$ cat src/design/b2r_pkg.sv
// Package for the BMP 24-bit to RGB565 stream converter.
// Holds the payload structs, codes and sizing constants shared by all modules.
// Depends on nothing.
package b2r_pkg;

    // Largest image side in pixels that the converter accepts.
    localparam int MAX_DIM = 1024;
    // Bits for a pixel count up to MAX_DIM, and for a column index below it.
    localparam int DIM_W = $clog2(MAX_DIM + 1);
    localparam int COL_W = (MAX_DIM > 1) ? $clog2(MAX_DIM) : 1;

    localparam int WIN_W = 11;
    localparam int BUF_W = 32;
    localparam int CFG_DATA_W = 32;
    localparam int CFG_INDEX_W = 2;
    localparam int PIXEL_INDEX_W = 20;

    // Padded row bytes are at most 3 * MAX_DIM + 3.
    localparam int ROW_BYTES_W = DIM_W + 2;
    localparam int NEED_PROD_W = ROW_BYTES_W + DIM_W;
    localparam int NEED_W = 33;
    localparam int IDX_SUM_W = (2 * DIM_W + 1 > PIXEL_INDEX_W) ? 2 * DIM_W + 1 : PIXEL_INDEX_W;

    localparam int QUEUE_DEPTH = 2;
    localparam int QPTR_W = $clog2(QUEUE_DEPTH);
    localparam int QCNT_W = $clog2(QUEUE_DEPTH + 1);

    // Header layout, byte positions in the file.
    localparam logic [5:0] POS_OFFSET_LO = 6'd10;
    localparam logic [5:0] POS_OFFSET_HI = 6'd13;
    localparam logic [5:0] POS_WIDTH_LO = 6'd18;
    localparam logic [5:0] POS_WIDTH_HI = 6'd21;
    localparam logic [5:0] POS_HEIGHT_LO = 6'd22;
    localparam logic [5:0] POS_HEIGHT_HI = 6'd25;
    localparam logic [5:0] POS_DEPTH_LO = 6'd28;
    localparam logic [5:0] POS_DEPTH_HI = 6'd29;
    localparam logic [5:0] POS_COMP_LO = 6'd30;
    localparam logic [5:0] POS_COMP_HI = 6'd33;
    localparam logic [31:0] HEADER_END = 32'd33;
    localparam logic [31:0] MIN_OFFSET = 32'd34;
    localparam logic [15:0] DEPTH_24 = 16'd24;

    localparam logic [WIN_W-1:0] WIN_RESET = WIN_W'(320);

    typedef enum logic [CFG_INDEX_W-1:0] {
        CFG_WINDOW_WIDTH = 2'd0,
        CFG_WINDOW_HEIGHT = 2'd1,
        CFG_BUFFER_SIZE = 2'd2
    } cfg_index_t;

    typedef enum logic [2:0] {
        RK_PIXEL = 3'd0,
        RK_BAD_FORMAT = 3'd1,
        RK_SIZE_MISMATCH = 3'd2,
        RK_BUFFER_SHORT = 3'd3,
        RK_BAD_OFFSET = 3'd4
    } result_kind_t;

    typedef enum logic [1:0] {
        PH_HEADER = 2'd0,
        PH_SKIP = 2'd1,
        PH_PIXELS = 2'd2,
        PH_IGNORE = 2'd3
    } parse_phase_t;

    typedef struct packed {
        logic [7:0] byte_value;
        logic       byte_last;
    } in_item_t;

    typedef struct packed {
        logic [2:0]               result_kind;
        logic [15:0]              pixel_value;
        logic [PIXEL_INDEX_W-1:0] pixel_index;
        logic                     last_pixel;
    } out_item_t;

    // Work handed from the parser to the output stage.
    typedef struct packed {
        result_kind_t     kind;
        logic [15:0]      pixel;
        logic [DIM_W-1:0] row;
        logic [COL_W-1:0] col;
        logic [DIM_W-1:0] width;
        logic             last;
    } job_t;

endpackage

$ cat src/design/b2r_front.sv
// Parser front end: takes file bytes, collects and checks the header,
// tracks pixel position and emits one job per pixel or error. Uses b2r_pkg.
module b2r_front
(
    input  logic                               clk,
    input  logic                               rst_n,
    input  logic                               cfg_we,
    input  logic [b2r_pkg::CFG_INDEX_W-1:0]    cfg_index,
    input  logic [b2r_pkg::CFG_DATA_W-1:0]     cfg_data,
    input  logic                               take,
    input  b2r_pkg::in_item_t                  item,
    output logic                               push,
    output b2r_pkg::job_t                      job
);

    localparam int DW = b2r_pkg::DIM_W;
    localparam int CW = b2r_pkg::COL_W;

    // Configuration registers
    logic [b2r_pkg::WIN_W-1:0] win_width_reg;
    logic [b2r_pkg::WIN_W-1:0] win_height_reg;
    logic [b2r_pkg::BUF_W-1:0] buf_size_reg;

    // Parse state
    b2r_pkg::parse_phase_t phase_reg, phase_next;
    logic [31:0]   pos_reg, pos_next;
    logic [31:0]   offset_reg, offset_next;
    logic [31:0]   img_width_reg, img_width_next;
    logic [31:0]   img_height_reg, img_height_next;
    logic [15:0]   depth_reg, depth_next;
    logic [31:0]   comp_reg, comp_next;
    logic [7:0]    blue_reg, blue_next;
    logic [7:0]    green_reg, green_next;
    logic [1:0]    trip_reg, trip_next;
    logic [CW-1:0] col_reg, col_next;
    logic [DW-1:0] rows_reg, rows_next;
    logic [1:0]    pad_reg, pad_next;

    // Size product for the buffer check, built while the header streams in.
    logic [b2r_pkg::ROW_BYTES_W-1:0] row_bytes_reg;
    logic [b2r_pkg::NEED_PROD_W-1:0] need_prod_reg;

    logic [7:0]    b;
    logic [5:0]    hdr_pos;
    logic [1:0]    byte_sel;
    logic          hdr_end;
    logic          comp_nz;
    logic          bad_format;
    logic          bad_size;
    logic [b2r_pkg::NEED_W-1:0] need;
    logic          buf_short;
    logic          bad_offset;
    b2r_pkg::result_kind_t err_kind;
    logic          hdr_err;
    logic [DW-1:0] w;
    logic [DW-1:0] col_inc;
    logic          row_done;
    logic          fin;
    logic          emit;
    logic [1:0]    row_pad;
    logic [1:0]    w3_low;
    logic          skip_done;

    assign b = item.byte_value;
    assign hdr_pos = pos_reg[5:0];
    // Byte lane within a four-byte field; every such field starts at a position of 2 mod 4.
    assign byte_sel = 2'(hdr_pos[1:0] - 2'd2);
    assign hdr_end = (phase_reg == b2r_pkg::PH_HEADER) && (pos_reg == b2r_pkg::HEADER_END);

    // The last compression byte arrives with the check itself.
    assign comp_nz = (comp_reg != 32'd0) || (b != 8'd0);
    assign bad_format = (depth_reg != b2r_pkg::DEPTH_24) || comp_nz;
    assign bad_size = (img_width_reg != 32'(win_width_reg))
        || (img_height_reg != 32'(win_height_reg))
        || (img_width_reg == 32'd0) || (img_height_reg == 32'd0)
        || (img_width_reg > 32'(b2r_pkg::MAX_DIM))
        || (img_height_reg > 32'(b2r_pkg::MAX_DIM));
    assign need = b2r_pkg::NEED_W'(need_prod_reg) + b2r_pkg::NEED_W'(offset_reg);
    assign buf_short = b2r_pkg::NEED_W'(buf_size_reg) < need;
    assign bad_offset = offset_reg < b2r_pkg::MIN_OFFSET;
    assign hdr_err = bad_format || bad_size || buf_short || bad_offset;

    always_comb
    begin
        if (bad_format)
            err_kind = b2r_pkg::RK_BAD_FORMAT;
        else if (bad_size)
            err_kind = b2r_pkg::RK_SIZE_MISMATCH;
        else if (buf_short)
            err_kind = b2r_pkg::RK_BUFFER_SHORT;
        else if (bad_offset)
            err_kind = b2r_pkg::RK_BAD_OFFSET;
        else
            err_kind = b2r_pkg::RK_PIXEL;
    end

    assign w = img_width_reg[DW-1:0];
    assign w3_low = 2'(w[1:0] * 2'd3);
    assign row_pad = 2'(2'd0 - w3_low);
    assign col_inc = DW'(col_reg) + DW'(1);
    assign row_done = col_inc >= w;
    assign fin = (rows_reg <= DW'(1)) && row_done;
    assign emit = (phase_reg == b2r_pkg::PH_PIXELS) && (pad_reg == 2'd0) && (trip_reg == 2'd2);
    assign skip_done = (pos_reg + 32'd1) == offset_reg;

    // Next phase
    always_comb
    begin
        phase_next = phase_reg;
        if (take)
        begin
            case (phase_reg)
                b2r_pkg::PH_HEADER:
                begin
                    if (hdr_end)
                    begin
                        if (hdr_err)
                            phase_next = b2r_pkg::PH_IGNORE;
                        else if (offset_reg == b2r_pkg::MIN_OFFSET)
                            phase_next = b2r_pkg::PH_PIXELS;
                        else
                            phase_next = b2r_pkg::PH_SKIP;
                    end
                end
                b2r_pkg::PH_SKIP:
                begin
                    if (skip_done)
                        phase_next = b2r_pkg::PH_PIXELS;
                end
                b2r_pkg::PH_PIXELS:
                begin
                    if (emit && fin)
                        phase_next = b2r_pkg::PH_IGNORE;
                end
                default:
                begin
                    phase_next = phase_reg;
                end
            endcase
            if (item.byte_last)
                phase_next = b2r_pkg::PH_HEADER;
        end
    end

    // Header fields and pixel position
    always_comb
    begin
        pos_next = pos_reg;
        offset_next = offset_reg;
        img_width_next = img_width_reg;
        img_height_next = img_height_reg;
        depth_next = depth_reg;
        comp_next = comp_reg;
        blue_next = blue_reg;
        green_next = green_reg;
        trip_next = trip_reg;
        col_next = col_reg;
        rows_next = rows_reg;
        pad_next = pad_reg;
        if (take)
        begin
            pos_next = pos_reg + 32'd1;
            if (phase_reg == b2r_pkg::PH_HEADER)
            begin
                // Header fields are little-endian; every byte lands once.
                case (hdr_pos) inside
                    [b2r_pkg::POS_OFFSET_LO:b2r_pkg::POS_OFFSET_HI]:
                        offset_next[8*byte_sel +: 8] = b;
                    [b2r_pkg::POS_WIDTH_LO:b2r_pkg::POS_WIDTH_HI]:
                        img_width_next[8*byte_sel +: 8] = b;
                    [b2r_pkg::POS_HEIGHT_LO:b2r_pkg::POS_HEIGHT_HI]:
                        img_height_next[8*byte_sel +: 8] = b;
                    [b2r_pkg::POS_DEPTH_LO:b2r_pkg::POS_DEPTH_HI]:
                        depth_next[8*hdr_pos[0] +: 8] = b;
                    [b2r_pkg::POS_COMP_LO:b2r_pkg::POS_COMP_HI]:
                        comp_next[8*byte_sel +: 8] = b;
                    default:
                    begin
                    end
                endcase
                if (hdr_end && !hdr_err)
                begin
                    rows_next = img_height_reg[DW-1:0];
                    col_next = '0;
                    trip_next = 2'd0;
                    pad_next = 2'd0;
                end
            end
            else if (phase_reg == b2r_pkg::PH_PIXELS)
            begin
                if (pad_reg != 2'd0)
                begin
                    pad_next = pad_reg - 2'd1;
                    if (pad_reg == 2'd1)
                        rows_next = rows_reg - DW'(1);
                end
                else if (trip_reg == 2'd0)
                begin
                    blue_next = b;
                    trip_next = 2'd1;
                end
                else if (trip_reg == 2'd1)
                begin
                    green_next = b;
                    trip_next = 2'd2;
                end
                else
                begin
                    trip_next = 2'd0;
                    blue_next = 8'd0;
                    green_next = 8'd0;
                    col_next = col_inc[CW-1:0];
                    if (!fin && row_done)
                    begin
                        col_next = '0;
                        pad_next = row_pad;
                        if (row_pad == 2'd0)
                            rows_next = rows_reg - DW'(1);
                    end
                end
            end
            if (item.byte_last)
            begin
                pos_next = '0;
                offset_next = '0;
                img_width_next = '0;
                img_height_next = '0;
                depth_next = '0;
                comp_next = '0;
                blue_next = '0;
                green_next = '0;
                trip_next = '0;
                col_next = '0;
                rows_next = '0;
                pad_next = '0;
            end
        end
    end

    // Job output
    always_comb
    begin
        push = 1'b0;
        job = '0;
        if (take && hdr_end && hdr_err)
        begin
            push = 1'b1;
            job.kind = err_kind;
        end
        else if (take && emit)
        begin
            push = 1'b1;
            job.kind = b2r_pkg::RK_PIXEL;
            job.pixel = {b[7:3], green_reg[7:2], blue_reg[7:3]};
            job.row = (rows_reg != '0) ? rows_reg - DW'(1) : '0;
            job.col = col_reg;
            job.width = w;
            job.last = fin;
        end
    end

    always_ff @(posedge clk or negedge rst_n)
    begin
        if (!rst_n)
        begin
            win_width_reg <= b2r_pkg::WIN_RESET;
            win_height_reg <= b2r_pkg::WIN_RESET;
            buf_size_reg <= '0;
        end
        else if (cfg_we)
        begin
            case (cfg_index)
                b2r_pkg::CFG_WINDOW_WIDTH:
                    win_width_reg <= cfg_data[b2r_pkg::WIN_W-1:0];
                b2r_pkg::CFG_WINDOW_HEIGHT:
                    win_height_reg <= cfg_data[b2r_pkg::WIN_W-1:0];
                b2r_pkg::CFG_BUFFER_SIZE:
                    buf_size_reg <= cfg_data[b2r_pkg::BUF_W-1:0];
                default:
                begin
                end
            endcase
        end
    end

    always_ff @(posedge clk or negedge rst_n)
    begin
        if (!rst_n)
        begin
            phase_reg <= b2r_pkg::PH_HEADER;
            pos_reg <= '0;
            offset_reg <= '0;
            img_width_reg <= '0;
            img_height_reg <= '0;
            depth_reg <= '0;
            comp_reg <= '0;
            blue_reg <= '0;
            green_reg <= '0;
            trip_reg <= '0;
            col_reg <= '0;
            rows_reg <= '0;
            pad_reg <= '0;
        end
        else
        begin
            phase_reg <= phase_next;
            pos_reg <= pos_next;
            offset_reg <= offset_next;
            img_width_reg <= img_width_next;
            img_height_reg <= img_height_next;
            depth_reg <= depth_next;
            comp_reg <= comp_next;
            blue_reg <= blue_next;
            green_reg <= green_next;
            trip_reg <= trip_next;
            col_reg <= col_next;
            rows_reg <= rows_next;
            pad_reg <= pad_next;
        end
    end

    // Width is complete after byte 21 and height after byte 25, so the
    // product has settled well before the check at byte 33.
    always_ff @(posedge clk)
    begin
        row_bytes_reg <= b2r_pkg::ROW_BYTES_W'(w) * b2r_pkg::ROW_BYTES_W'(3)
            + b2r_pkg::ROW_BYTES_W'(row_pad);
        need_prod_reg <= b2r_pkg::NEED_PROD_W'(row_bytes_reg)
            * b2r_pkg::NEED_PROD_W'(img_height_reg[DW-1:0]);
    end

endmodule

$ cat src/design/b2r_queue.sv
// Short job queue between the parser and the output stage.
// Uses b2r_pkg for the job type and depth.
module b2r_queue
(
    input  logic          clk,
    input  logic          rst_n,
    input  logic          push,
    input  b2r_pkg::job_t push_job,
    input  logic          pop,
    output logic          full,
    output logic          head_valid,
    output b2r_pkg::job_t head_job
);

    b2r_pkg::job_t slot_reg [b2r_pkg::QUEUE_DEPTH];
    logic [b2r_pkg::QPTR_W-1:0] wr_ptr_reg, wr_ptr_next;
    logic [b2r_pkg::QPTR_W-1:0] rd_ptr_reg, rd_ptr_next;
    logic [b2r_pkg::QCNT_W-1:0] count_reg, count_next;

    assign full = count_reg == b2r_pkg::QCNT_W'(b2r_pkg::QUEUE_DEPTH);
    assign head_valid = count_reg != '0;
    assign head_job = slot_reg[rd_ptr_reg];

    always_comb
    begin
        wr_ptr_next = wr_ptr_reg;
        rd_ptr_next = rd_ptr_reg;
        count_next = count_reg;
        if (push)
        begin
            wr_ptr_next = (wr_ptr_reg == b2r_pkg::QPTR_W'(b2r_pkg::QUEUE_DEPTH - 1))
                ? '0 : wr_ptr_reg + b2r_pkg::QPTR_W'(1);
        end
        if (pop)
        begin
            rd_ptr_next = (rd_ptr_reg == b2r_pkg::QPTR_W'(b2r_pkg::QUEUE_DEPTH - 1))
                ? '0 : rd_ptr_reg + b2r_pkg::QPTR_W'(1);
        end
        if (push && !pop)
            count_next = count_reg + b2r_pkg::QCNT_W'(1);
        else if (pop && !push)
            count_next = count_reg - b2r_pkg::QCNT_W'(1);
    end

    always_ff @(posedge clk or negedge rst_n)
    begin
        if (!rst_n)
        begin
            wr_ptr_reg <= '0;
            rd_ptr_reg <= '0;
            count_reg <= '0;
        end
        else
        begin
            wr_ptr_reg <= wr_ptr_next;
            rd_ptr_reg <= rd_ptr_next;
            count_reg <= count_next;
        end
    end

    always_ff @(posedge clk)
    begin
        if (push)
            slot_reg[wr_ptr_reg] <= push_job;
    end

endmodule

$ cat src/design/b2r_back.sv
// Output stage: turns a queued job into a result transaction, computing the
// destination index with one multiply into the output register. Uses b2r_pkg.
module b2r_back
(
    input  logic               clk,
    input  logic               rst_n,
    input  logic               head_valid,
    input  b2r_pkg::job_t      head_job,
    output logic               pop,
    output logic               dst_valid,
    input  logic               dst_ready,
    output b2r_pkg::out_item_t dst_item
);

    localparam int SW = b2r_pkg::IDX_SUM_W;

    logic               out_valid_reg, out_valid_next;
    b2r_pkg::out_item_t out_item_reg, out_item_next;
    logic [SW-1:0]      index_sum;

    assign pop = head_valid && (!out_valid_reg || dst_ready);
    assign index_sum = SW'(head_job.row) * SW'(head_job.width) + SW'(head_job.col);

    always_comb
    begin
        out_valid_next = out_valid_reg;
        if (pop)
            out_valid_next = 1'b1;
        else if (dst_ready)
            out_valid_next = 1'b0;
    end

    always_comb
    begin
        out_item_next.result_kind = head_job.kind;
        out_item_next.pixel_value = head_job.pixel;
        out_item_next.pixel_index = index_sum[b2r_pkg::PIXEL_INDEX_W-1:0];
        out_item_next.last_pixel = head_job.last;
    end

    always_ff @(posedge clk or negedge rst_n)
    begin
        if (!rst_n)
            out_valid_reg <= 1'b0;
        else
            out_valid_reg <= out_valid_next;
    end

    always_ff @(posedge clk)
    begin
        if (pop)
            out_item_reg <= out_item_next;
    end

    assign dst_valid = out_valid_reg;
    assign dst_item = out_item_reg;

endmodule

$ cat src/design/bmp24_to_rgb565_stream_unit.sv
// Top level of the BMP 24-bit to RGB565 stream converter.
// Throughput: one file byte per cycle. The parser pushes the job for an accepted byte into a
// two-entry queue, and from there it is loaded into the output register before it is valid.
// Input stalls only when the two-entry job queue is full behind a stalled output.
// Reset (rst_n, asynchronous, active low) restores window size 320 x 320, buffer size 0,
// and puts the parser at the start of a file. Depends on b2r_pkg and its submodules.
module bmp24_to_rgb565_stream_unit
(
    input  logic                            clk,
    input  logic                            rst_n,
    input  logic                            cfg_we,
    input  logic [b2r_pkg::CFG_INDEX_W-1:0] cfg_index,
    input  logic [b2r_pkg::CFG_DATA_W-1:0]  cfg_data,
    input  logic                            src_valid,
    output logic                            src_ready,
    input  b2r_pkg::in_item_t               src_item,
    output logic                            dst_valid,
    input  logic                            dst_ready,
    output b2r_pkg::out_item_t              dst_item
);

    logic          take;
    logic          push;
    b2r_pkg::job_t push_job;
    logic          pop;
    logic          full;
    logic          head_valid;
    b2r_pkg::job_t head_job;

    assign src_ready = !full;
    assign take = src_valid && src_ready;

    b2r_front u_front
    (
        .clk       (clk),
        .rst_n     (rst_n),
        .cfg_we    (cfg_we),
        .cfg_index (cfg_index),
        .cfg_data  (cfg_data),
        .take      (take),
        .item      (src_item),
        .push      (push),
        .job       (push_job)
    );

    b2r_queue u_queue
    (
        .clk        (clk),
        .rst_n      (rst_n),
        .push       (push),
        .push_job   (push_job),
        .pop        (pop),
        .full       (full),
        .head_valid (head_valid),
        .head_job   (head_job)
    );

    b2r_back u_back
    (
        .clk        (clk),
        .rst_n      (rst_n),
        .head_valid (head_valid),
        .head_job   (head_job),
        .pop        (pop),
        .dst_valid  (dst_valid),
        .dst_ready  (dst_ready),
        .dst_item   (dst_item)
    );

endmodule
$ cat config.mk
export PLATFORM = sky130hd
export DESIGN_NAME = bmp24_to_rgb565_stream_unit
export DESIGN_NICKNAME = d
export VERILOG_FILES = /design/src/design/b2r_pkg.sv /design/src/design/b2r_front.sv /design/src/design/b2r_queue.sv /design/src/design/b2r_back.sv /design/src/design/bmp24_to_rgb565_stream_unit.sv
export SDC_FILE = /design/constraint.sdc
export NUM_CORES = 1
export LEC_CHECK = 0
export ABC_AREA = 1
export ABC_CLOCK_PERIOD_IN_PS = 8400
export BUFFER_PORTS_ARGS = -buffer_cell sky130_fd_sc_hd__buf_2
export CORE_MARGIN = 2
export CORE_UTILIZATION = 40
export CTS_CLUSTER_SIZE = 30
export DETAILED_ROUTE_END_ITERATION = 6
export GPL_ROUTABILITY_DRIVEN = 1
export PLACE_DENSITY_LB_ADDON = 0.25
export SLEW_MARGIN = 20
export SYNTH_ARGS = -nofsm -noshare
export SYNTH_HDL_FRONTEND = slang
export SYNTH_HIERARCHICAL = 1
export SYNTH_SLANG_ARGS = --single-unit
$ cat constraint.sdc
create_clock -name clk -period 8.4 [get_ports clk]
set_input_delay 0.84 -clock clk [delete_from_list [all_inputs] [get_ports clk]]
set_output_delay 0.84 -clock clk [all_outputs]
set_load 0.02 [all_outputs]
==> out/qor_table.md, run 1 <==
| Group | Item | Reported |
|:---|:---|:---|
| status | Outcome | finished, final reports clean |
| clock tree | Number of buffers created by CTS | 53 |
| drt | First-iteration detailed-routing DRC count | 1736 |
| yosys | Gate count after technology mapping | 3882 |
| sta | Actual transition at the worst max-transition pin | 1.14 ns |
| yosys | Dominant synthesized flop cell | dfrtp_1 |
| yosys | Register bit total from synthesis | 452 |
| yosys | Share of synthesized cell area in full adder, half adder and majority cells | 19.5% |
| worst setup path | Number of cells on the worst reg-to-reg path | 26 |
| sta | Min Tclk post-route | 5.81 ns |
| yosys | Synth Area in XOR/XNOR | 2.52% |
| sta | Final critical-path share of the clock period | 69.1% |
| worst setup path | Setup CP Type | reg -> reg |
| sta | Number of endpoints failing setup at the final stage | 0 |
| run | Maximum capacitance violations | 0 |
| place | Port Buffers | 89 |
| worst setup path | Max stage delay cell, worst path | buf_4 |
| finish | Nets | 4375 |
| yosys | Number of distinct library cells after synthesis | 60 |
| worst setup path | Worst setup EP type | flip-flop |
| yosys | Main area contributors after synthesis | dfrtp_1, edfxtp_1, nand2_1 |
| floorplanning | Die span in y | 288 um |
| finish | Number of flip-flops in the largest register | 104 |
| worst setup path | Kind of start point of the critical path | flip-flop |
| sta | Number of hold violations in the final report | 0 |
| finish | Syn-to-layout area delta | 10.2% |
| drt | ANT nets after route | 0 |
| yosys | Fraction of the mapped netlist area in simple logic gates | 21.2% |
| drt | Length of the first detailed-routing pass in iterations | 5 |
| yosys | Share of synthesized area occupied by flip-flops and latches | 36.7% |
| worst setup path | Count of buffer and inverter cells on the critical path | 3 |
| sta | Maximum clock skew at final layout | 0.0263 ns |
| sta | Unrepaired setup endpoints after global routing | false |
| global route | Vias in the first global route | 24700 |
| worst setup path | Reg-to-reg slack, setup | 2.59 ns |
| yosys | Post-synthesis area per instance | 8.33 um^2 |
| drt | Routed WL | 82700 um |
| sta | Final-layout setup total negative slack | 0 ns |
| yosys | Post-synthesis cell type with the largest combined area | dfrtp_1 |
| worst setup path | Crit path depth | 26 |
| place | Placer Congestion | 0.915 |
| clock tree | Number of buffers inserted for hold repair after clock tree synthesis | 0 |
| hold path | Hold/Removal Path Class | in -> async |
| clock tree | Clock tree from TritonCTS | done |
| sta | Number of pins exceeding their max-slew limit in the final report | 0 |
| worst setup path | Worst r2r dst | u_queue/slot_reg[0][12] |
| global route | Largest net degree at the start of global routing | 163 |
| worst setup path | CP peak stage delay | 0.51 ns |
| place | Post-detail-place hpwl | 63900 um |
| yosys | Share of Yosys cell area claimed by the top area cell type | 20.8% |
| drt | Routed wire length per instance | 16.4 um |
| global route | GRT Resource Usage Total | 20.3% |
| worst setup path | Required time reported for the critical path endpoint | 8.64 ns |
| sta | Worst relative slew slack | 23.6% |
| drt | Post-route DRC violation count | 0 |
| global route | Sum of overflow across all layers after global routing | 0 |
| floorplanning | Die width | 288 um |
| yosys | Summed instance area of the synthesized netlist | 32300 um^2 |
| finish | N_diodes | 0 |
| worst setup path | Crit Reg-Reg Startpoint | u_front/offset_reg[1] |
| clock tree | Buffer type at the clock tree root | clkbuf_16 |
| global route | Antenna violations before repair | 1 |
| worst setup path | Maximum fanout along the worst path | 35 |
| yosys | Share of synthesized flip-flops with an asynchronous set or reset | 60.4% |
| yosys | Combinational family with the most area after synthesis | simple AND/OR/NAND/NOR gates |
| clock tree | Clock-pin slew on the worst setup and hold paths | 0.06 ns |
| clock tree | Resize count post-CTS | 0 |
| clock tree | H-tree Lvls | 2 |
| worst setup path | Data arrival time of the critical path | 6.05 ns |
| global route | Wire length of the first global-routing pass | 134000 um |
| clock tree | Worst-Skew Late Latency | 0.61 ns |
| floorplanning | Die area | 83100 um^2 |
| finish | Share of cells above drive strength 1 | 8.25% |
| floorplanning | Starting Density | 40.3% |
| drt | Vias per cell | 5.03 |
| yosys | Count of flip-flops with a built-in enable after synthesis | 144 |
| worst setup path | Top Family by Delay on Critical Path | compound AO/OA/AOI/OAI gates |
| floorplanning | Core area | 80300 um^2 |
| clock tree | Clock tree buffer depth | 3 |
| yosys | Multiplexer share of the synthesized area | 3.49% |
| floorplanning | Number of top-level pins | 90 |
| finish | Core utilization of the finished layout | 44.4% |
| floorplanning | Number of standard-cell rows in the floorplan | 104 |
| yosys | Compound-gate portion of the synthesized area | 6.84% |
| yosys | Count of yosys warnings during synthesis | 6 |
| sta | Max Freq | 172 MHz |
| drt | Number of vias after detailed routing | 25300 |
| clock tree | Post-CTS setup buffer count | 0 |
| clock tree | CTS sink count | 452 |
| yosys | Synthesized netlist net count | 4326 |
==> per-layer routing <==
metal  routed length, um  vias up  track usage [%]
met4                1710        0             4.96
li1                    -    12400                -
met2               38100      635             32.7
met1               38400    12200             29.0
met3                4530      116             2.47
met5                   0        -                0
==> final cells by class <==
type	count	area [um^2]
Clock inverter	31	427
Fill cell	7945	44700
Multi-Input combinational cell	2620	17300
Tap cell	1060	1330
Clock buffer	69	1500
Inverter	705	2650
Sequential cell	452	11900
Timing Repair Buffer	99	543
==> Yosys cell counts, drive strengths merged (2+ instances only) <==
cell,instances
nand3b,2
xnor2,24
o21a,6
nand2,1012
mux2,84
nand4,85
o21ai,233
o22ai,38
ha,217
a211oi,2
dfstp,4
fa,179
dfxtp,35
a31oi,6
a21oi,90
nor4,18
nor3b,4
o31ai,2
and3,4
buf,19
clkbuf,86
xor2,69
nor3,52
a21o,6
o21bai,5
a21boi,5
inv,704
or2,4
dfrtp,269
edfxtp,144
nand3,146
o211ai,6
and2,2
nor2,313
==> per-stage QoR <==
step	cells	worst slack (ns)	cell area (um^2)	hold slack (ns)
after floorplan	3882	2.11	32300	0.411
after global placement	4936	2.66	33700	0.459
after detailed placement	4936	2.58	33700	0.459
after CTS	5036	2.55	35600	0.332
after global routing	5036	2.06	35600	0.352
final	5036	2.59	35600	0.266
==> cell families (layout without fill, tap and decap cells) <==
family | Yosys count | count (layout)
multiplexers | 84 | 84
AO/OA/AOI/OAI | 405 | 405
buffers and inverters | 810 | 904
XOR/XNOR | 93 | 93
flip-flops | 452 | 452
adder cells (fa/ha/maj) | 396 | 396
AND/OR/NAND/NOR | 1642 | 1642
==> worst reg2reg max path, stage by stage, from the launching register on <==
cell,delay (ns)
dfrtp_1,0.44
ha_1,0.20
inv_1,0.06
fa_1,0.41
o21ai_1,0.23
a21boi_0,0.19
o21ai_1,0.36
a21oi_1,0.19
o21ai_1,0.22
a21boi_0,0.21
o21bai_1,0.20
xnor2_1,0.14
ha_1,0.25
nand2_1,0.08
nor2_1,0.05
nor3_1,0.12
nand2_1,0.07
a21oi_1,0.12
nand3_1,0.10
nand2_2,0.22
nor3_4,0.09
nand2_2,0.10
nand2_2,0.10
o21ai_0,0.22
inv_1,0.14
nor2_4,0.43
buf_4,0.51
==> worst max-delay path by stage <==
stage | startpoint | to
3_3_place_gp | u_front/offset_reg[1] | u_queue/slot_reg[0][15]
2_1_floorplan | u_front/offset_reg[1] | u_queue/slot_reg[0][0]
4_1_cts | u_front/offset_reg[1] | u_queue/slot_reg[0][31]
6_report | u_front/offset_reg[1] | u_queue/slot_reg[0][12]
3_5_place_dp | u_front/offset_reg[1] | u_queue/slot_reg[0][15]
5_1_grt | u_front/offset_reg[1] | u_queue/slot_reg[0][32]
==> layout by cell type (no fill, tap or decap), drive strengths merged, types with 69 or more instances in the layout <==
| cell type | synthesis | final |
|---|---|---|
| nand4 | 85 | 85 |
| buf | 19 | 99 |
| nand2 | 1012 | 1012 |
| xor2 | 69 | 69 |
| dfrtp | 269 | 269 |
| fa | 179 | 179 |
| edfxtp | 144 | 144 |
| a21oi | 90 | 90 |
| inv | 704 | 706 |
| ha | 217 | 217 |
| nand3 | 146 | 146 |
| mux2 | 84 | 84 |
| clkbuf | 86 | 69 |
| nor2 | 313 | 313 |
| o21ai | 233 | 233 |
Power of run 1 is not shown: default switching activity piles up to over one toggle a cycle in this logic, so the estimate is an artifact.
==> run 2, diff against run 1 <==
- ABC_AREA: 1 -> 0
- ABC_CLOCK_PERIOD_IN_PS: 8400 -> 4700
- clock period: 8.4 -> 4.7 ns (I/O delays scaled with it)
==> run 2 against run 1 <==
  * The run now ends with setup timing left
  * Sequential share of layout area fell by 2.7 points
  * Synthesized cell count fell by 22%
  * Cell area rose by 9.2%
  * Via count fell by 8.6%
  * Register-to-register slack got worse by 3.1 ns
  * Worst setup slack got worse by 3.1 ns
  * Hold slack got worse by 0.20 ns
  * Non-clock buffer count rose by 326
  * Critical path type unchanged
==> out/qor_table.md, run 2 <==
| Group | Item | Reported |
|:---|:---|:---|
| power | Combinational share of power | 40.2% |
| global route | Vias in the first global route | 23300 |
| sta | Final-layout setup total negative slack | -85.46 ns |
| floorplanning | Core area | 78600 um^2 |
| drt | Routed wire length per instance | 18.8 um |
| worst setup path | Max stage delay cell, worst path | fa_1 |
| yosys | Number of distinct library cells after synthesis | 89 |
| yosys | Register bit total from synthesis | 452 |
| drt | Post-route DRC violation count | 0 |
| finish | Number of flip-flops in the largest register | 104 |
| clock tree | Clock tree from TritonCTS | done |
| status | Failing checks | setup timing |
| drt | Number of vias after detailed routing | 23200 |
| finish | Most common cell after layout, fill and taps aside | inv_1 |
| finish | Nets | 3805 |
| sta | Post-route worst hold slack | 0.0675 ns |
| place | Cell Count Post-Placement | 4301 |
| power | Maximum vdd ir drop | 0.335 mV |
| power | Clock power frac | 26.6% |
| hold path | Hold/Removal Path Class | in -> reg |
| clock tree | Worst-Skew Late Latency | 0.63 ns |
| floorplanning | Die area | 81200 um^2 |
| yosys | Summed instance area of the synthesized netlist | 31600 um^2 |
| worst setup path | Worst setup EP type | flip-flop |
| floorplanning | Die span in y | 285 um |
| clock tree | Clock tree buffer depth | 3 |
| yosys | Synthesized netlist net count | 3454 |
| sta | Worst relative slew slack | 33.0% |
| yosys | Share of synthesized flip-flops with an asynchronous set or reset | 60.4% |
| sta | Number of endpoints failing setup at the final stage | 251 |
| floorplanning | Die width | 285 um |
| yosys | Count of yosys warnings during synthesis | 6 |
| drt | ANT nets after route | 0 |
| yosys | Most common library cells after synthesis | inv_1, nand2_1, dfrtp_1 |
| yosys | Dominant synthesized flop cell | dfrtp_1 |
| yosys | Count of flip-flops with a built-in enable after synthesis | 144 |
| finish | Syn-to-layout area delta | 23.3% |
| clock tree | Number of buffers created by CTS | 54 |
| floorplanning | Number of standard-cell rows in the floorplan | 103 |
| place | Post-detail-place hpwl | 61600 um |
| floorplanning | Number of top-level pins | 90 |
| worst setup path | Required time reported for the critical path endpoint | 5.19 ns |
| clock tree | Buffer type at the clock tree root | clkbuf_16 |
| sta | Number of hold violations in the final report | 0 |
| global route | Sum of overflow across all layers after global routing | 0 |
| clock tree | CTS sink count | 452 |
| sta | Min Tclk post-route | 5.22 ns |
| global route | Largest net degree at the start of global routing | 112 |
| sta | Final critical-path share of the clock period | 111% |
| sta | Post-route worst setup slack | -0.524 ns |
| drt | Vias per cell | 5.19 |
| yosys | Post-synthesis cell type with the largest combined area | dfrtp_1 |
| worst setup path | Data arrival time of the critical path | 5.71 ns |
| power | Fraction of power spent switching nets | 37.0% |
| place | Cell area after placement | 35400 um^2 |
| sta | Max Freq | 191 MHz |
| yosys | Share of synthesized area occupied by flip-flops and latches | 37.6% |
| worst setup path | Maximum fanout along the worst path | 5 |
| sta | Maximum clock skew at final layout | 0.0381 ns |
| yosys | Gate count after technology mapping | 3010 |
| sta | Actual transition at the worst max-transition pin | 1.00 ns |
| sta | Number of pins exceeding their max-slew limit in the final report | 0 |
| power | Cell internal pwr | 10.9 mW |
| power | Reported net switching power | 6.38 mW |
| place | Port Buffers | 89 |
| finish | Core utilization of the finished layout | 49.5% |
| worst setup path | Kind of start point of the critical path | flip-flop |
| finish | Finished Layout Cells | 4458 |
| place | Placer Congestion | 0.881 |
| power | Pleak | 18.0 nW |
| finish | Design area | 38900 um^2 |
| yosys | Dominant cell by count in the synthesized netlist | inv_1 |
| finish | Share of cells above drive strength 1 | 28.6% |
| yosys | Post-synthesis area per instance | 10.5 um^2 |
| worst setup path | Most common cell on crit path | fa_1 |
| finish | Most frequent cells in the layout | inv_1, buf_4, dfrtp_1 |
| drt | Length of the first detailed-routing pass in iterations | 6 |
| global route | GRT Resource Usage Total | 21.0% |
| power | PwrDens | 443 nW/um^2 |
| place | Placement-stage worst setup slack | -0.852 ns |
| worst setup path | Crit-path cells | buf_6, nand2_1, fa_1, inv_1, fa_1, ha_4, fa_1, fa_1, ha_4, or3_1, a21oi_2, a211oi_2, o31ai_4, o21ai_2, or4_4, a31o_2, a21oi_2, xnor2_1 |
| global route | Wire length of the first global-routing pass | 134000 um |
| power | Reg power frac | 33.2% |
| status | Outcome | finished with violations |
| floorplanning | Starting Density | 40.2% |
| power | Overall Power | 17.3 mW |
| yosys | Share of Yosys cell area claimed by the top area cell type | 21.3% |
| drt | First-iteration detailed-routing DRC count | 1522 |
| clock tree | H-tree Lvls | 2 |
| clock tree | Clock-pin slew on the worst setup and hold paths | 0.06 ns |
| worst setup path | CP peak stage delay | 0.57 ns |
| yosys | Main area contributors after synthesis | dfrtp_1, edfxtp_1, fa_1 |
| worst setup path | Setup CP Type | reg -> reg |
| sta | Unrepaired setup endpoints after global routing | true |
| global route | Antenna violations before repair | 5 |
| run | Maximum capacitance violations | 0 |
| drt | Routed WL | 84000 um |
## run 2: power by group through the flow
stage	Sequential (mW)	Combinational (mW)	Clock (mW)
2_1_floorplan	5.62	4.60	0
3_3_place_gp	5.75	6.50	0
3_5_place_dp	5.76	6.56	0
4_1_cts	5.72	6.94	4.70
5_1_grt	5.84	7.66	4.85
6_report	5.74	6.93	4.59
## run 2: final timing paths
path / cells past startpoint / start / slack (ns) / end
max in group asynchronous: 3 / rst_n / 3.06 / u_queue/rd_ptr_reg
max reg2reg: 18 / u_front/img_height_reg[4] / -0.52 / u_front/need_prod_reg[23]
min reg2reg: 1 / u_queue/count_reg[1] / 0.48 / u_queue/count_reg[1]
min: 2 / cfg_data[21] / 0.07 / u_front/buf_size_reg[21]
min in group asynchronous: 2 / rst_n / 0.51 / u_front/buf_size_reg[25]
max: 18 / u_front/img_height_reg[4] / -0.52 / u_front/need_prod_reg[23]
## run 2: critical path: cells and delay by family, from the launching register on
family / cells / cell delay [ns]
AO/OA/AOI/OAI: 6 / 1.03
XOR/XNOR: 1 / 0.08
adder cells (fa/ha/maj): 6 / 2.56
buffers and inverters: 2 / 0.18
flip-flops: 1 / 0.37
AND/OR/NAND/NOR: 3 / 0.89
## run 2: routing by layer
| layer | track usage (%) | wire length (um) | vias up |
|---|---|---|---|
| li1 | - | - | 11100 |
| met2 | 34.0 | 38700 | 534 |
| met3 | 2.87 | 4310 | 114 |
| met4 | 5.63 | 2120 | 2 |
| met5 | 0 | 13 | - |
| met1 | 29.6 | 38900 | 11400 |
## run 2: logic make-up after synthesis
group	share of synthesized area [%]
adders and majority gates	20.0
xor gates and xnor gates	4.16
DFF	37.6
and+or+nand+nor	14.5
buffers and inverters	5.87
AOI/OAI and AO/OA	9.11
muxes	8.88
## run 2: what timing repair did
item                                    4_1_cts  5_1_grt
endpoints found under the setup margin      260      261
setup buffers                                39        1
gates resized for setup                     184       18
hold endpoints to repair                     54        0
gates cloned                                 17        0
pin swaps                                    73       27
hold buffers                                  1        0
## run 2: final cells by class
cell class | count | area, um^2
Clock inverter | 27 | 400
Tap cell | 1050 | 1310
Multi-Input combinational cell | 2101 | 18800
Inverter | 327 | 1230
Antenna cell | 1 | 2.50
Sequential cell | 452 | 11900
Timing Repair Buffer | 425 | 3710
Clock buffer | 75 | 1550
Fill cell | 7245 | 39700
Power figures use the tool's default switching activity.
